--- src/rtl/scba_pkg.sv ---
// scba_pkg: shared types and constants of the size class block allocator
// holds the status codes, the size class tables and the controller to datapath command set
// no dependencies
package scba_pkg;

   typedef enum logic [2:0] {
      ST_OK        = 3'd0,
      ST_TOO_LARGE = 3'd1,
      ST_NO_PAGE   = 3'd2,
      ST_NOT_ALLOC = 3'd3,
      ST_SIZE_BAD  = 3'd4
   } status_type;

   typedef enum logic [3:0] {
      CMD_NONE,
      CMD_LOAD,
      CMD_ACLS,
      CMD_SCAN,
      CMD_THREAD,
      CMD_NEWPG,
      CMD_PGRD,
      CMD_PGLAT,
      CMD_ABRD,
      CMD_AUPD,
      CMD_FCHK,
      CMD_FBRD,
      CMD_FBLK,
      CMD_FREL,
      CMD_WRD,
      CMD_WCHK
   } cmd_type;

   typedef struct packed {
      logic too_large;
      logic head_nil;
      logic scan_hit;
      logic scan_last;
      logic thread_last;
      logic bad_page;
      logic bad_block;
      logic blk_err;
      logic now_full;
      logic at_head;
      logic walk_done;
   } dp_stat_type;

   localparam int NUM_CLASSES = 8;
   localparam logic [13:0] HDR_BYTES = 14'd8;
   localparam logic [6:0] BLK_NIL = 7'd127;
   localparam logic ADDR_MAX_REQ = 1'b0;

   localparam logic [12:0] CLASS_BYTES [NUM_CLASSES] = '{
      13'd32, 13'd64, 13'd128, 13'd252, 13'd508, 13'd1020, 13'd2040, 13'd4080
   };
   localparam logic [6:0] CLASS_BLOCKS [NUM_CLASSES] = '{
      7'd127, 7'd63, 7'd31, 7'd16, 7'd8, 7'd4, 7'd2, 7'd1
   };

endpackage

--- src/rtl/scba_ctrl.sv ---
// scba_ctrl: sequencing state machine of the allocator
// issues one datapath command per cycle and steers on datapath status
// depends on scba_pkg
module scba_ctrl (
   input  logic                  clock,
   input  logic                  reset,
   input  logic                  start,
   input  logic                  req_op,
   input  scba_pkg::dp_stat_type stat,
   output scba_pkg::cmd_type     cmd,
   output logic                  busy
);

   typedef enum logic [15:0] {
      S_IDLE   = 16'h0001,
      S_ACLS   = 16'h0002,
      S_SCAN   = 16'h0004,
      S_THREAD = 16'h0008,
      S_NEWPG  = 16'h0010,
      S_PGRD   = 16'h0020,
      S_PGLAT  = 16'h0040,
      S_ABRD   = 16'h0080,
      S_AUPD   = 16'h0100,
      S_FCHK   = 16'h0200,
      S_FPG    = 16'h0400,
      S_FBRD   = 16'h0800,
      S_FBLK   = 16'h1000,
      S_FREL   = 16'h2000,
      S_WRD    = 16'h4000,
      S_WCHK   = 16'h8000
   } state_type;

   state_type state_ff, state_in;

   always_comb begin
      state_in = state_ff;
      cmd      = scba_pkg::CMD_NONE;
      unique case (state_ff)
         S_IDLE: begin
            if (start) begin
               cmd      = scba_pkg::CMD_LOAD;
               state_in = req_op ? S_FCHK : S_ACLS;
            end
         end
         S_ACLS: begin
            cmd = scba_pkg::CMD_ACLS;
            if (stat.too_large) state_in = S_IDLE;
            else if (stat.head_nil) state_in = S_SCAN;
            else state_in = S_PGRD;
         end
         S_SCAN: begin
            cmd = scba_pkg::CMD_SCAN;
            if (stat.scan_hit) state_in = S_THREAD;
            else if (stat.scan_last) state_in = S_IDLE;
         end
         S_THREAD: begin
            cmd = scba_pkg::CMD_THREAD;
            if (stat.thread_last) state_in = S_NEWPG;
         end
         S_NEWPG: begin
            cmd      = scba_pkg::CMD_NEWPG;
            state_in = S_ABRD;
         end
         S_PGRD: begin
            cmd      = scba_pkg::CMD_PGRD;
            state_in = S_PGLAT;
         end
         S_PGLAT: begin
            cmd      = scba_pkg::CMD_PGLAT;
            state_in = S_ABRD;
         end
         S_ABRD: begin
            cmd      = scba_pkg::CMD_ABRD;
            state_in = S_AUPD;
         end
         S_AUPD: begin
            cmd      = scba_pkg::CMD_AUPD;
            state_in = S_IDLE;
         end
         S_FCHK: begin
            cmd      = scba_pkg::CMD_FCHK;
            state_in = stat.bad_page ? S_IDLE : S_FPG;
         end
         S_FPG: begin
            cmd      = scba_pkg::CMD_PGLAT;
            state_in = S_FBRD;
         end
         S_FBRD: begin
            cmd      = scba_pkg::CMD_FBRD;
            state_in = stat.bad_block ? S_IDLE : S_FBLK;
         end
         S_FBLK: begin
            cmd = scba_pkg::CMD_FBLK;
            if (stat.blk_err || !stat.now_full) state_in = S_IDLE;
            else state_in = S_FREL;
         end
         S_FREL: begin
            cmd      = scba_pkg::CMD_FREL;
            state_in = stat.at_head ? S_IDLE : S_WRD;
         end
         S_WRD: begin
            cmd      = scba_pkg::CMD_WRD;
            state_in = S_WCHK;
         end
         S_WCHK: begin
            cmd      = scba_pkg::CMD_WCHK;
            state_in = stat.walk_done ? S_IDLE : S_WRD;
         end
         default: state_in = S_IDLE;
      endcase
   end

   always_ff @(posedge clock) begin
      if (reset) state_ff <= S_IDLE;
      else state_ff <= state_in;
   end

   assign busy = (state_ff != S_IDLE);

endmodule

--- config.mk ---
export PLATFORM = sky130hd
export DESIGN_NAME = scba_ctrl
export DESIGN_NICKNAME = d
export VERILOG_FILES = /design/src/rtl/scba_pkg.sv /design/src/rtl/scba_ctrl.sv
export SDC_FILE = /design/constraint.sdc
export NUM_CORES = 1
export LEC_CHECK = 0
export ABC_AREA = 1
export BUFFER_PORTS_ARGS = -buffer_cell sky130_fd_sc_hd__buf_2
export CAP_MARGIN = 5
export CORE_MARGIN = 8
export CORE_UTILIZATION = 30
export CTS_BUF_LIST = sky130_fd_sc_hd__clkbuf_2
export CTS_CLUSTER_DIAMETER = 30
export DETAILED_ROUTE_END_ITERATION = 16
export PLACE_DENSITY = 0.56
export REMOVE_ABC_BUFFERS = 1
export SYNTH_ARGS = -nofsm -noshare
export SYNTH_HDL_FRONTEND = slang
export SYNTH_SLANG_ARGS = --single-unit
--- constraint.sdc ---
create_clock -name clock -period 1.7 [get_ports clock]
set_input_delay 0.34 -clock clock [delete_from_list [all_inputs] [get_ports clock]]
set_output_delay 0.34 -clock clock [all_outputs]
set_load 0.1 [all_outputs]
Word-level counts from Yosys, hierarchy flattened

Cells that the tools add are included.

Word-level logic and storage cells: 41
Output and inout bits: 5
Bits in registers: 16

Reductions and logical operators: 5
Mux-type cells: 15
Equal/unequal tests: 20

Operator list:

| operator                                         | number |
|---|---|
| one-hot mux 16 bit (14 select lines)             | 1 |
| two-way mux 16 bit                               | 4 |
| one-hot mux 4 bit (15 select lines)              | 1 |
| two-way mux 15 bit                               | 2 |
| == test 16 x 1 -> 1 bit (second input constant)  | 1 |
| == test 16 x 10 -> 1 bit (second input constant) | 1 |
| == test 16 x 11 -> 1 bit (second input constant) | 1 |
| == test 16 x 12 -> 1 bit (second input constant) | 1 |
| == test 16 x 13 -> 1 bit (second input constant) | 1 |
| == test 16 x 14 -> 1 bit (second input constant) | 1 |
| == test 16 x 15 -> 1 bit (second input constant) | 1 |
| == test 16 bit (second input constant)           | 1 |
| == test 16 x 2 -> 1 bit (second input constant)  | 1 |
| == test 16 x 3 -> 1 bit (second input constant)  | 1 |
| == test 16 x 4 -> 1 bit (second input constant)  | 1 |
| == test 16 x 5 -> 1 bit (second input constant)  | 1 |
| == test 16 x 6 -> 1 bit (second input constant)  | 1 |
| == test 16 x 7 -> 1 bit (second input constant)  | 1 |
| == test 16 x 8 -> 1 bit (second input constant)  | 1 |
| == test 16 x 9 -> 1 bit (second input constant)  | 1 |
| != test 16 x 1 -> 1 bit (second input constant)  | 1 |
| two-way mux 14 bit                               | 1 |
| two-way mux 13 bit                               | 1 |
| two-way mux 6 bit                                | 2 |
| other kinds (9)                                  | 11 |

Longest topological paths before layout

Depth after elaboration: 4
Mapped depth: 12
Mapped depth without buffers: 12

Least setup slack after synthesis

OpenSTA, ideal clock, no wires.

Path kind: register to output
Start point: register state_ff[8]
End point: output port cmd[0]
Stages on the path, launching flop included: 7
Path slack: -1879 ps
Data arrival time: 3239 ps
Cell sequence: dfxtp_1 > nor2_2 > nand2_2 > nor2_8 > buf_4 > nand2_1 > o2111ai_1

Word-level cells in the longest chain between the ends: 3
Elaborated cells between the ends (all ways): 18
Those cells by class: 16 x eq/ne; 1 x mux; 1 x reduce/logical

RTL lines:

| what                                                                | line             | RTL |
|---|---|---|
| start, declared                                                     | scba_ctrl.sv:33  | `state_type state_ff, state_in;` |
| start signal, assigned                                              | scba_ctrl.sv:115 | `else state_ff <= state_in;` |
| == test 16 x 11 -> 1 bit or == test 16 x 7 -> 1 bit (tied branches) | scba_ctrl.sv:38  | `unique case (state_ff)` |
| OR reduction 2 bit (no source line)                                 | --               |  |
| one-hot mux 4 bit (15 select lines) *                               | scba_ctrl.sv:38  |  |
| end, declared                                                       | scba_ctrl.sv:10  | `output scba_pkg::cmd_type cmd,` |

Every way passes the cells marked *; elsewhere a longest branch is shown, timed or not.

Worst setup path in the final report

Start point: register state_ff[14]
End point: output port cmd[1]

Same word-level chain as after synthesis.

==> summary by stage <==
Synthesis
The Yosys warning count is 0. After synthesis, the largest area contributor takes up about 30% of total cell area. The mapped netlist covers about 1100 sq um. In this run, synthesis produced a sequential element count of 16.

The sequential area share after synthesis is 29.56%. Among all flip-flop cells after synthesis, the most frequent one is sky130_fd_sc_hd__dfxtp_1. The post-synthesis cell type with the largest combined area is sky130_fd_sc_hd__dfxtp_1. The synthesized area per cell is roughly 6.3 sq um.

In this run, synthesis inferred 0 flip-flops with an integrated enable. The cell count after synthesis is about 170. In this run, distinct cell masters in the synthesized netlist total 30.

The share of flip-flops with an asynchronous set or reset after synthesis is 0%. After synthesis, the cell types taking the most area are sky130_fd_sc_hd__dfxtp_1 30%, sky130_fd_sc_hd__nand2_1 13%, sky130_fd_sc_hd__nor2_1 11%, sky130_fd_sc_hd__nand3_1 7.9%, sky130_fd_sc_hd__inv_1 6.6%.

CTS
The maximum level of the CTS H-tree is 1. In this run, CTS created clock tree buffers numbering 3. The clock root buffer is sky130_fd_sc_hd__clkbuf_2.

The number of buffers inserted for hold repair after clock tree synthesis is 0. Clock-pin slew was measured on the worst setup and hold paths at between 150 and 200 ps. The TritonCTS clock tree is done.

The clock insertion delay at the later pin of the skew report is just over 300 ps. The buffer levels on the longest clock path is 2. The TritonCTS sink count is 16.

Floorplanning
The initialized floorplan defines 22 standard-cell rows. The die outline height is 76.10 microns. Pin placement for this block handled 20 I/O pins. The die is between 70 and 80 microns wide. The die covers 5791 sq um. The core region is approximately 3600 sq um. For this configuration, the core starts out at a cell density of around 30%.

STA
The transition at the pin with the smallest max-transition slack is approximately 330 ps. The count of endpoints failing hold in the final timing report is 0. Final hold analysis gives a worst-case slack of 182.9 ps. Once routing completed, OpenROAD measured the worst setup slack at -405.6 ps. Static timing analysis puts the maximum clock frequency at 0.4749 GHz. Subtracting the final worst setup slack from the clock period gives around 2100 ps. Setup repair after global routing could not meet its margin everywhere. Dividing the final minimum period by the clock period gives 123.9%. The worst pin sits at a relative slew slack of between 70 and 80%. The sum of negative setup slack is -1716 ps.

The final clock skew is about 8.4 ps. Setup violations remaining at the end of the flow were counted as 7. The max-slew violation count came to 0.

Layout
The largest register by flop count is state_ff. The area added between synthesis and finish is 69.28%. The count of inserted antenna diode cells is 0.

The post-route netlist has ~53% of its cells at a drive strength greater than 1. The largest registers in the layout are state_ff: 16 flops. In the layout the commonest cells are 39 x sky130_fd_sc_hd__buf_4, 30 x sky130_fd_sc_hd__nand2_1, 22 x sky130_fd_sc_hd__nor2_1. The register with the most flip-flops in the layout has 16 of them. The count of non-filler cells in the finished layout is 280. The most common cell after layout, fill and taps aside is sky130_fd_sc_hd__buf_4. At the end of the flow, the number of nets in the layout was roughly 250.

GRT
Across every metal layer, demand over resource in global routing totals approximately an eighth. The number of global-route vias before repair came to between 1000 and 1500. The total congestion overflow is 0.

The number of antenna violations at the first check in global routing came to 0. Entering global routing, the biggest net connects 17 pins. The first global-routing pass estimated just under 6 mm of wire. The most used routing layer is met2. The met3 track demand over resource is 2.948%. Global routing used 22.02% of the available met2 tracks. The met1 global-route usage is a little over an eighth.

Placed design
Port buffering added 19 buffers. Counting tap cells, the placed design contains a total of around 270 instances. At the end of routability-driven placement, the weighted congestion stood at between 0.8 and 0.9. The detailed placer's ending HPWL is 2.407 mm.

Setup path
The highest fanout seen on the critical path is 5. In this design, the stage delay of the slowest critical-path cell is approximately 370 ps. The worst setup path is launched from a flip-flop. The type of element capturing the critical path is an output port. The largest individual stage delay along the critical path comes from the cell sky130_fd_sc_hd__dfxtp_2.

The cell family contributing the most delay on the critical path is simple AND/OR/NAND/NOR gates. The critical path is of the flip-flop to output port type. STA puts the critical path data arrival time at ~1800 ps. The signal on the critical path passes through nor2_4, nand2_4, nor2_2, nand2_1, and3_4, nand3b_1, buf_12. The worst setup slack for register-to-register paths is -50 ps. STA puts the critical path data required time at about 1400 ps. The number of buffers and inverters on the critical path is 1.

Flow run
The max-cap violation count is 0.

Worst hold path
The path type of the worst min-delay path is primary input to flip-flop.

Route
The number of vias after detailed routing is 1254. The routed design has 3.323 mm of wire. After detailed routing, the number of remaining DRC violations is 0. The number of iterations in the first detailed-routing pass is 4. After detailed routing, the number of vias per cell comes to approximately 4.5. In the final routed layout, each cell accounts on average for approximately 12 microns. The number of design-rule violations left by the first detailed-router iteration is between 40 and 50. The count of nets left with antenna violations once routing finished came out at 0.

Run status
The checks that failed: negative setup slack. The flow ran to the end, but the final reports show violations.

Power and ir drop
Summed over all cells, the static leakage comes to 0.8588 nW. The maximum VDD drop is between 0.0004 and 0.0005 V. The power per cell area is 636.5 nW/um^2.
==> metal layers <==
| layer | up-vias | routed length (microns) |
|---|---|---|
| li1 | 678 | - |
| met1 | 551 | 1448 |
| met5 | - | 0 |
| met4 | 0 | 19 |
| met2 | 23 | 1746 |
| met3 | 2 | 109 |
==> final cells by class <==
type	count	area, sq um
fillers	356	1744
multi-input cells	131	837.1
repair buffers	61	504.2
flip-flops and latches	16	339.1
inverters	20	75.07
well taps	48	60.06
clock buffers	3	15.01
clock inverters	1	3.754
==> path summary, 6_finish.rpt <==
kind	endpoint	start	depth (start not counted)
worst max-delay path	cmd[1]	state_ff[14]	7
worst max register to register	state_ff[0]	state_ff[6]	13
worst min register to register	state_ff[11]	state_ff[10]	4
worst min-delay path	state_ff[10]	stat[5]	2
==> synth_stat cells, types with 2 or more instances <==
cell                       number
sky130_fd_sc_hd__nor4_1         4
sky130_fd_sc_hd__nand3_1       17
sky130_fd_sc_hd__nand3b_1       2
sky130_fd_sc_hd__o21ai_1        5
sky130_fd_sc_hd__nor2_2         5
sky130_fd_sc_hd__dfxtp_1       16
sky130_fd_sc_hd__inv_1         19
sky130_fd_sc_hd__a21oi_1        2
sky130_fd_sc_hd__nor2_4         3
sky130_fd_sc_hd__nand2_1       38
sky130_fd_sc_hd__nand2_2        3
sky130_fd_sc_hd__nor3_1         8
sky130_fd_sc_hd__nor2_1        32
==> repair_timing <==
action                     4_1_cts  5_1_grt
setup endpoints to repair        6       13
gates resized for setup         63        4
pin swaps                       17        1
setup buffers                    7        1
gates cloned                     0        0
==> kinds of logic after synthesis <==
group / Yosys count / share of synthesized area, %
compound gates: 11 / 5.774
flops: 16 / 29.56
buf+inv: 24 / 9.353
simple gates: 120 / 55.31
==> metrics by stage <==
step / utilization [%] / instance area (sq um) / total power [mW] / worst slack [ps]
global route: 51.26 / 1834 / 1.235 / -543.3
CTS: 50.77 / 1817 / 1.171 / -398.2
global placement: 42.69 / 1528 / 0.8610 / -103.8
floorplan: - / 1057 / 0.6752 / -1857
finish: 51.26 / 1834 / 1.167 / -405.6
detailed placement: 42.69 / 1528 / 0.8617 / -108.6
==> report_power, final <==
part	internal, mW	switching [mW]	total, mW
sequential	0.389	0.0119	0.401
clock	0.0511	0.132	0.183
combinational	0.247	0.336	0.583
total	0.687	0.480	1.17
Note: power is estimated with default switching activity, not from simulation.
